File: config.mk
export PLATFORM = sky130hd
export DESIGN_NAME = ordered_record_list
export DESIGN_NICKNAME = d
export VERILOG_FILES = /design/src/rtl/orl_pkg.sv /design/src/rtl/ordered_record_list.sv /design/src/rtl/orl_ram.sv
export VERILOG_INCLUDE_DIRS = /design/src /design/src/rtl
export SDC_FILE = /design/constraint.sdc
export NUM_CORES = 2
export LEC_CHECK = 0
export BUFFER_PORTS_ARGS = -buffer_cell sky130_fd_sc_hd__buf_2
export CAP_MARGIN = 25
export CORE_MARGIN = 2
export CORE_UTILIZATION = 48
export DETAILED_ROUTE_END_ITERATION = 10
export PLACE_DENSITY_LB_ADDON = 0.2
export SKIP_LAST_GASP = 1
export SYNTH_ARGS = -nofsm -noshare
export SYNTH_HDL_FRONTEND = slang
export SYNTH_SLANG_ARGS = --single-unit
File: constraint.sdc
create_clock -name clk -period 17.3 [get_ports clk]
set_clock_uncertainty 0.15 [all_clocks]
set_input_delay 0.865 -clock clk [delete_from_list [all_inputs] [get_ports clk]]
set_output_delay 0.865 -clock clk [all_outputs]
set_load 0.05 [all_outputs]
File: src/rtl/ordered_record_list_defines.svh
// Assertion macros shared by the ordered record list RTL.
`ifndef ORDERED_RECORD_LIST_DEFINES_SVH
`define ORDERED_RECORD_LIST_DEFINES_SVH

// Same-cycle implication, checked on every rising clock edge outside reset.
`define ORL_ASSERT_NOW(lbl, ante, cons, msg) \
    lbl: assert property (@(posedge clk) disable iff (!rst_n) (ante) |-> (cons)) \
        else $error(msg);

// Next-cycle implication, checked on every rising clock edge outside reset.
`define ORL_ASSERT_NEXT(lbl, ante, cons, msg) \
    lbl: assert property (@(posedge clk) disable iff (!rst_n) (ante) |=> (cons)) \
        else $error(msg);

`endif

File: src/rtl/orl_pkg.sv
// Package with the shared constants and types of the ordered record list.
`timescale 1ns / 1ps
package orl_pkg;

    localparam int DEPTH      = 16;
    localparam int NAME_BYTES = 8;

    localparam int NAME_W = 64;
    localparam int KEY_W  = 32;
    localparam int REC_W  = NAME_W + KEY_W;
    localparam int POS_W  = 5;
    localparam int STAT_W = 3;
    localparam int REQ_W  = 2;
    localparam int CNT_W  = $clog2(DEPTH + 1);
    localparam int ADDR_W = $clog2(DEPTH);
    localparam int CMP_W  = ((CNT_W > POS_W) ? CNT_W : POS_W) + 1;

    localparam logic [NAME_W-1:0] NAME_MASK = {NAME_W{1'b1}} >> (NAME_W - 8 * NAME_BYTES);

    typedef enum logic [REQ_W-1:0] {
        REQ_INSERT = 2'd0,
        REQ_DELETE = 2'd1,
        REQ_READ   = 2'd2,
        REQ_FIND   = 2'd3
    } req_t;

    typedef enum logic [STAT_W-1:0] {
        STAT_OK    = 3'd0,
        STAT_RANGE = 3'd1,
        STAT_TAKEN = 3'd2,
        STAT_FULL  = 3'd3,
        STAT_MISS  = 3'd4
    } status_t;

    typedef enum logic [2:0] {
        ST_IDLE,
        ST_SCAN,
        ST_SHIFT_UP,
        ST_FETCH,
        ST_SHIFT_DN
    } state_t;

endpackage

File: src/rtl/ordered_record_list.sv
// Ordered record list: positional insert, delete, read and find over a record RAM.
//
// One request is taken when start is high and busy is low; busy then stays high
// until the request is finished (a rejected position is answered without busy
// going high), and the result appears on the result ports with done high for
// exactly one cycle, in the cycle after the request finishes. The result cannot
// be held off, so it must be taken when done is high. All records sit in one RAM
// with one read and one write port, and every walk or shift moves one entry per
// cycle (n is the record count before the request, p the position): find walks
// all n records, delete moves the records above p down one place, and insert
// walks all n records to check the name and then moves the records from p up
// one place (it stops after the walk when the name is taken or the list is
// full). The first request may be given in the cycle after reset.
`timescale 1ns / 1ps
`include "ordered_record_list_defines.svh"
module ordered_record_list (
    input  logic                       clk,
    input  logic                       rst_n,
    input  logic                       start,
    output logic                       busy,
    input  logic [orl_pkg::REQ_W-1:0]  req_type,
    input  logic [orl_pkg::POS_W-1:0]  position,
    input  logic [orl_pkg::NAME_W-1:0] user_name,
    input  logic signed [orl_pkg::KEY_W-1:0] user_key,
    output logic                       done,
    output logic [orl_pkg::STAT_W-1:0] status,
    output logic [orl_pkg::POS_W-1:0]  found_position,
    output logic [orl_pkg::NAME_W-1:0] record_name,
    output logic signed [orl_pkg::KEY_W-1:0] record_key,
    output logic [orl_pkg::POS_W-1:0]  record_count
);
    import orl_pkg::*;

    state_t              state_reg, state_next;
    req_t                req_reg, req_next;
    logic [POS_W-1:0]    pos_reg, pos_next;
    logic [NAME_W-1:0]   name_reg, name_next;
    logic [KEY_W-1:0]    key_reg, key_next;
    logic [CNT_W-1:0]    count_reg, count_next;
    logic [CNT_W-1:0]    idx_reg, idx_next;
    logic                pend_reg, pend_next;
    logic [CNT_W-1:0]    pend_idx_reg, pend_idx_next;
    logic                hit_reg, hit_next;
    logic [CNT_W-1:0]    hit_idx_reg, hit_idx_next;
    logic [NAME_W-1:0]   rec_name_reg, rec_name_next;
    logic [KEY_W-1:0]    rec_key_reg, rec_key_next;

    logic                done_reg, done_next;
    status_t             status_reg, status_next;
    logic [POS_W-1:0]    fpos_reg, fpos_next;
    logic [NAME_W-1:0]   oname_reg, oname_next;
    logic [KEY_W-1:0]    okey_reg, okey_next;

    logic                ram_we;
    logic [ADDR_W-1:0]   ram_wr_addr;
    logic [REC_W-1:0]    ram_wr_data;
    logic [ADDR_W-1:0]   ram_rd_addr;
    logic [REC_W-1:0]    ram_rd_data;
    logic [NAME_W-1:0]   rd_name;
    logic [KEY_W-1:0]    rd_key;
    logic                rd_match;
    logic [CMP_W-1:0]    pos_cmp, count_cmp, idx_cmp, pos_in_cmp;
    logic [CNT_W-1:0]    pos_cnt, pos_in_cnt;

    orl_ram #(
        .WIDTH (REC_W),
        .DEPTH (DEPTH)
    ) u_ram (
        .clk     (clk),
        .we      (ram_we),
        .wr_addr (ram_wr_addr),
        .wr_data (ram_wr_data),
        .rd_addr (ram_rd_addr),
        .rd_data (ram_rd_data)
    );

    assign rd_name    = ram_rd_data[REC_W-1:KEY_W];
    assign rd_key     = ram_rd_data[KEY_W-1:0];
    assign pos_cmp    = CMP_W'(pos_reg);
    assign pos_in_cmp = CMP_W'(position);
    assign count_cmp  = CMP_W'(count_reg);
    assign idx_cmp    = CMP_W'(idx_reg);
    assign pos_cnt    = CNT_W'(pos_reg);
    assign pos_in_cnt = CNT_W'(position);

    // Find needs the key to match as well; the insert check looks at the name alone.
    assign rd_match = (rd_name == name_reg) && ((req_reg != REQ_FIND) || (rd_key == key_reg));

    always_ff @(posedge clk or negedge rst_n)
    begin
        if (!rst_n)
        begin
            state_reg <= ST_IDLE;
            count_reg <= '0;
            pend_reg  <= 1'b0;
            hit_reg   <= 1'b0;
            done_reg  <= 1'b0;
        end
        else
        begin
            state_reg <= state_next;
            count_reg <= count_next;
            pend_reg  <= pend_next;
            hit_reg   <= hit_next;
            done_reg  <= done_next;
        end
    end

    always_ff @(posedge clk)
    begin
        req_reg      <= req_next;
        pos_reg      <= pos_next;
        name_reg     <= name_next;
        key_reg      <= key_next;
        idx_reg      <= idx_next;
        pend_idx_reg <= pend_idx_next;
        hit_idx_reg  <= hit_idx_next;
        rec_name_reg <= rec_name_next;
        rec_key_reg  <= rec_key_next;
        status_reg   <= status_next;
        fpos_reg     <= fpos_next;
        oname_reg    <= oname_next;
        okey_reg     <= okey_next;
    end

    always_comb
    begin
        state_next    = state_reg;
        req_next      = req_reg;
        pos_next      = pos_reg;
        name_next     = name_reg;
        key_next      = key_reg;
        count_next    = count_reg;
        idx_next      = idx_reg;
        pend_next     = pend_reg;
        pend_idx_next = pend_idx_reg;
        hit_next      = hit_reg;
        hit_idx_next  = hit_idx_reg;
        rec_name_next = rec_name_reg;
        rec_key_next  = rec_key_reg;
        done_next     = 1'b0;
        status_next   = status_reg;
        fpos_next     = fpos_reg;
        oname_next    = oname_reg;
        okey_next     = okey_reg;
        ram_we        = 1'b0;
        ram_wr_addr   = '0;
        ram_wr_data   = '0;
        ram_rd_addr   = '0;

        unique case (state_reg)
            ST_IDLE:
            begin
                if (start)
                begin
                    req_next   = req_t'(req_type);
                    pos_next   = position;
                    name_next  = user_name & NAME_MASK;
                    key_next   = user_key;
                    idx_next   = '0;
                    pend_next  = 1'b0;
                    hit_next   = 1'b0;
                    oname_next = '0;
                    okey_next  = '0;
                    fpos_next  = '0;
                    unique case (req_t'(req_type))
                        REQ_INSERT:
                        begin
                            if ((position == '0) || (pos_in_cmp > count_cmp + CMP_W'(1)))
                            begin
                                done_next   = 1'b1;
                                status_next = STAT_RANGE;
                            end
                            else
                            begin
                                state_next = ST_SCAN;
                            end
                        end
                        REQ_DELETE, REQ_READ:
                        begin
                            if ((position == '0) || (pos_in_cmp > count_cmp))
                            begin
                                done_next   = 1'b1;
                                status_next = STAT_RANGE;
                            end
                            else
                            begin
                                ram_rd_addr = ADDR_W'(pos_in_cnt - CNT_W'(1));
                                state_next  = ST_FETCH;
                            end
                        end
                        REQ_FIND:
                        begin
                            state_next = ST_SCAN;
                        end
                        default:
                        begin
                            state_next = ST_IDLE;
                        end
                    endcase
                end
            end

            ST_SCAN:
            begin
                if (pend_reg && rd_match && !hit_reg)
                begin
                    hit_next     = 1'b1;
                    hit_idx_next = pend_idx_reg;
                end
                if (idx_reg < count_reg)
                begin
                    ram_rd_addr   = idx_reg[ADDR_W-1:0];
                    pend_next     = 1'b1;
                    pend_idx_next = idx_reg;
                    idx_next      = idx_reg + CNT_W'(1);
                end
                else
                begin
                    pend_next = 1'b0;
                    if (!pend_reg)
                    begin
                        if (req_reg == REQ_FIND)
                        begin
                            done_next   = 1'b1;
                            state_next  = ST_IDLE;
                            status_next = hit_reg ? STAT_OK : STAT_MISS;
                            fpos_next   = hit_reg ? POS_W'(hit_idx_reg + CNT_W'(1)) : '0;
                        end
                        else if (hit_reg)
                        begin
                            done_next   = 1'b1;
                            state_next  = ST_IDLE;
                            status_next = STAT_TAKEN;
                        end
                        else if (count_cmp >= CMP_W'(DEPTH))
                        begin
                            done_next   = 1'b1;
                            state_next  = ST_IDLE;
                            status_next = STAT_FULL;
                        end
                        else
                        begin
                            idx_next   = count_reg;
                            state_next = ST_SHIFT_UP;
                        end
                    end
                end
            end

            // idx_reg is the next slot to fill; the record below it moves up one place.
            ST_SHIFT_UP:
            begin
                if (pend_reg)
                begin
                    ram_we      = 1'b1;
                    ram_wr_addr = ADDR_W'(pend_idx_reg + CNT_W'(1));
                    ram_wr_data = ram_rd_data;
                end
                if (idx_cmp >= pos_cmp)
                begin
                    ram_rd_addr   = ADDR_W'(idx_reg - CNT_W'(1));
                    pend_next     = 1'b1;
                    pend_idx_next = idx_reg - CNT_W'(1);
                    idx_next      = idx_reg - CNT_W'(1);
                end
                else
                begin
                    pend_next = 1'b0;
                    if (!pend_reg)
                    begin
                        ram_we      = 1'b1;
                        ram_wr_addr = ADDR_W'(pos_cnt - CNT_W'(1));
                        ram_wr_data = {name_reg, key_reg};
                        count_next  = count_reg + CNT_W'(1);
                        done_next   = 1'b1;
                        state_next  = ST_IDLE;
                        status_next = STAT_OK;
                        fpos_next   = pos_reg;
                    end
                end
            end

            ST_FETCH:
            begin
                rec_name_next = rd_name;
                rec_key_next  = rd_key;
                if (req_reg == REQ_DELETE)
                begin
                    idx_next   = pos_cnt;
                    pend_next  = 1'b0;
                    state_next = ST_SHIFT_DN;
                end
                else
                begin
                    done_next   = 1'b1;
                    state_next  = ST_IDLE;
                    status_next = STAT_OK;
                    fpos_next   = pos_reg;
                    oname_next  = rd_name;
                    okey_next   = rd_key;
                end
            end

            // idx_reg is the next record to move down one place over the removed one.
            ST_SHIFT_DN:
            begin
                if (pend_reg)
                begin
                    ram_we      = 1'b1;
                    ram_wr_addr = ADDR_W'(pend_idx_reg - CNT_W'(1));
                    ram_wr_data = ram_rd_data;
                end
                if (idx_reg < count_reg)
                begin
                    ram_rd_addr   = idx_reg[ADDR_W-1:0];
                    pend_next     = 1'b1;
                    pend_idx_next = idx_reg;
                    idx_next      = idx_reg + CNT_W'(1);
                end
                else
                begin
                    pend_next = 1'b0;
                    if (!pend_reg)
                    begin
                        count_next  = count_reg - CNT_W'(1);
                        done_next   = 1'b1;
                        state_next  = ST_IDLE;
                        status_next = STAT_OK;
                        fpos_next   = pos_reg;
                        oname_next  = rec_name_reg;
                        okey_next   = rec_key_reg;
                    end
                end
            end

            default:
            begin
                state_next = ST_IDLE;
            end
        endcase
    end

    assign busy           = (state_reg != ST_IDLE);
    assign done           = done_reg;
    assign status         = status_reg;
    assign found_position = fpos_reg;
    assign record_name    = oname_reg;
    assign record_key     = okey_reg;
    assign record_count   = POS_W'(count_reg);

    `ORL_ASSERT_NOW(a_count_bound, 1'b1, count_cmp <= CMP_W'(DEPTH), "record count above depth")
    `ORL_ASSERT_NOW(a_write_busy, ram_we, state_reg != ST_IDLE, "RAM written while idle")
    `ORL_ASSERT_NOW(a_pend_busy, pend_reg, state_reg != ST_IDLE, "read pending while idle")
    `ORL_ASSERT_NOW(a_err_pos, done_reg && (status_reg != STAT_OK), fpos_reg == '0, "position on error")
    `ORL_ASSERT_NEXT(a_accept_busy, start && !busy && (req_type == REQ_FIND), busy, "find not started")

endmodule

File: src/rtl/orl_ram.sv
// Generic single write port, single read port RAM with registered read data.
`timescale 1ns / 1ps
module orl_ram #(
    parameter int WIDTH = 8,
    parameter int DEPTH = 16
) (
    input  logic                     clk,
    input  logic                     we,
    input  logic [$clog2(DEPTH)-1:0] wr_addr,
    input  logic [WIDTH-1:0]         wr_data,
    input  logic [$clog2(DEPTH)-1:0] rd_addr,
    output logic [WIDTH-1:0]         rd_data
);

    logic [WIDTH-1:0] mem [DEPTH];

    always_ff @(posedge clk)
    begin
        if (we)
        begin
            mem[wr_addr] <= wr_data;
        end
        rd_data <= mem[rd_addr];
    end

endmodule

==> impl_metrics.csv <==
group,metric,value,unit
run_status,outcome,"complete, no violations",
layout,regMostFlops,"u_ram.mem",
cts,htreeDepth,4,
synthesis,syn_inst,4565,
synthesis,synth_top_area_share,73.7,%
synthesis,syn_area,75500,µm²
critical_path,rrSetupSlack,10.83,ns
floorplan,dieArea,161000,µm²
place,place_hpwl,106000,µm
critical_path,timing.rr.start,"record_count[2]$_DFFE_PN0P_",
floorplan,rows,145,
critical_path,cp-startpoint,"record_count[2]$_DFFE_PN0P_",
power,p_seq_share,43.3,%
power,power.switching,5580,µW
layout,syn_to_final_growth,12.9,%
min_path,whs_endpoint,"name_reg[28]$_DFFE_PP_",
global_route,overflow,0,
power,p_leak,0.0274,µW
global_route,grt_use_total,24.8,%
cts,cts_buffers,198,
sta,slew_violations,0,
min_path,whs_path_depth,1,
critical_path,cp_top_family,"buffers and inverters",
drt,wl_per_cell,29.2,µm
drt,final_antenna_net_count,0,
synthesis,yosys.area.top_type,"edfxtp_1",
global_route,first_global_vias,41027,
drt,drc,0,
layout,fillers,12233,
synthesis,syn_nets,4705,
layout,instances_no_fill,6988,
critical_path,worstPathArrival,7.00,ns
cts,post-cts-setup-buffers,0,
synthesis,ys_warn_count,0,
drt,drtPass1Iterations,6,
layout,fin_nets,4897,
power,ir_drop,0.166,mV
critical_path,critPathSlowestCell,"buf_4",
global_route,grt_pass1_wl,292000,µm
power,p_int,10200,µW
power,p_clk_share,26.9,%
sta,fin_setup_tns,0,ns
floorplan,core-area,156000,µm²
synthesis,synth.avg_cell_area,16.5,µm²
cts,clkTransAtPathRegs,0.06,ns
drt,num_vias,43384,
floorplan,fp.dieW,401,µm
critical_path,crit_path_end_kind,"flop",
critical_path,critPathBufInv,4,
run,drv_cap,0,
layout,drive_above_1_share,12.6,%
synthesis,synth_common_cells,"edfxtp_1 (1854), nand2_1 (427), a21oi_1 (400), mux2i_1 (384), a221oi_1 (383)",
sta,min_period_over_period,37.4,%
cts,cts_max_path_buffers,3,
cts,cts_root_buffer,"clkbuf_16",
critical_path,crit_chain,"inv_1, ha_1, a211o_1, a221oi_1, o21ai_2, o221ai_4, buf_4, buf_12, buf_4, mux2i_1, a221oi_1, or4_1",
critical_path,r2r-end,"u_ram.rd_data[57]$_DFF_P_",
sta,maxSlewHeadroom,27.0,%
critical_path,worstRegToRegCells,12,
cts,cts_tree,"yes",
synthesis,synth_seq_area_share,76.6,%
sta,min_period,6.47,ns
layout,largest_reg_flops,1536,
global_route,grt_max_degree,190,
sta,hold_viol,0,
synthesis,synth_most_common_cell,"edfxtp_1",
synthesis,synthFlopType,"edfxtp_1",
layout,final_area,85300,µm²
power,comb_power_share,29.9,%
cts,clkSinkCount,1961,
layout,top_regs,"u_ram.mem x1536, u_ram.rd_data x96",
floorplan,die_y,401,µm
global_route,antenna_found_initial,10,
critical_path,worstSetupPathType,"reg2reg",
place,place_congestion,0.814,
critical_path,slowest_delay,0.85,ns
drt,wl,204000,µm
drt,vias_per_cell,6.21,
cts,cts_resized,0,
critical_path,worstSetupStartpointType,"flop",
sta,max_freq,0.155,GHz
floorplan,start_util,48.3,%
critical_path,crit_path_max_fanout,125,
synthesis,synth_area_leaders,"edfxtp_1 (74%), mux2i_1 (5.1%), a221oi_1 (4.4%)",
place,io_buffers,216,
cts,clk-insertion-delay-late,0.82,ns
floorplan,ios,217,
sta,setup_violations,0,
power,sw_frac_of_total,35.4,%
critical_path,required,17.83,ns
synthesis,async_reset_ff_share,0.561,%
synthesis,yosysUniqueCellTypes,72,
power,powerDensity,185,nW/µm²
synthesis,synth-edff-count,1854,
drt,drt-initial-drc-count,5495,
synthesis,synth-seq-cells,1961,
place,dpl-instance-area,78800,µm²
place,placedCellCount,6613,
min_path,min_from,"user_name[28]",
sta,rsz0062_at_grt,"false",
sta,worst_pin_slew,1.10,ns
min_path,min_path_type,"in2reg",
[timing repair]
action	in CTS	in global routing
hold buffers	1	0
setup endpoints to repair	0	0
hold endpoints to repair	11	0
[worst max path at each step]
stage                                      endpoint  cells past startpoint
after floorplan             record_key[0]$_DFFE_PP_                      6
after global placement    u_ram.rd_data[47]$_DFF_P_                     12
after detailed placement  u_ram.rd_data[57]$_DFF_P_                     12
after CTS                 u_ram.rd_data[57]$_DFF_P_                     12
after global routing      u_ram.rd_data[57]$_DFF_P_                     12
final                     u_ram.rd_data[57]$_DFF_P_                     12
[per-stage QoR]
| step | util [%] | power (µW) | hold WS [ns] | setup slack [ns] |
|---|---|---|---|---|
| finish | 54.6 | 15700 | 0.0702 | 10.83 |
| global route | 54.6 | 16400 | 0.0330 | 10.46 |
| CTS | 54.6 | 15800 | 0.0168 | 10.90 |
| detailed placement | 50.4 | 11600 | 0.267 | 10.52 |
| global placement | 50.4 | 11500 | 0.257 | 10.58 |
| floorplan | - | 9980 | 0.250 | 7.53 |
[placed cells by master (no fill, tap or decap), drive strengths merged, types with 35 or more instances in the layout]
cell type / netlist / routed
edfxtp: 1854 / 1854
nand2: 429 / 429
a21oi: 403 / 403
mux2i: 384 / 384
a221oi: 383 / 383
buf: 158 / 303
clkbuf: 154 / 274
a22o: 187 / 187
xnor2: 97 / 97
dfxtp: 96 / 96
or4: 95 / 95
clkinv: 1 / 75
inv: 37 / 43
nor2: 35 / 35
[cell type report]
| cell class | instances | area [µm²] | share of cell area [%] |
|---|---|---|---|
| flip-flops and latches | 1961 | 57900 | 67.9 |
| well taps | 2058 | 2570 | 3.02 |
| clock inverters | 98 | 1020 | 1.19 |
| clock buffers | 274 | 5420 | 6.36 |
| repair buffers | 304 | 1890 | 2.22 |
| multi-input cells | 2254 | 16300 | 19.1 |
| diodes | 1 | 2.50 | 0.00293 |
| inverters | 38 | 160 | 0.188 |
[logic make-up after synthesis]
kind of cell               synth area share (%)
DFF                                        76.6
AOI/OAI and AO/OA                          10.3
and+or+nand+nor                            3.97
muxes                                      5.09
buffers and inverters                      2.06
xor gates and xnor gates                   1.33
adders and majority gates                 0.573
[power groups by stage]
stage | clock, µW | sequential [µW] | combinational, µW
2_1_floorplan | 0 | 7080 | 2900
3_3_place_gp | 0 | 6890 | 4600
3_5_place_dp | 0 | 6890 | 4660
4_1_cts | 4280 | 6810 | 4680
5_1_grt | 4470 | 6860 | 5030
6_report | 4220 | 6810 | 4700
[layer usage]
metal  GRT usage, %  routed length, µm
met1           37.1              89200
met2           38.8              95000
met3           3.40              15700
met4           6.09               4090
met5              0                  0
(Power assumes the default switching activity.)
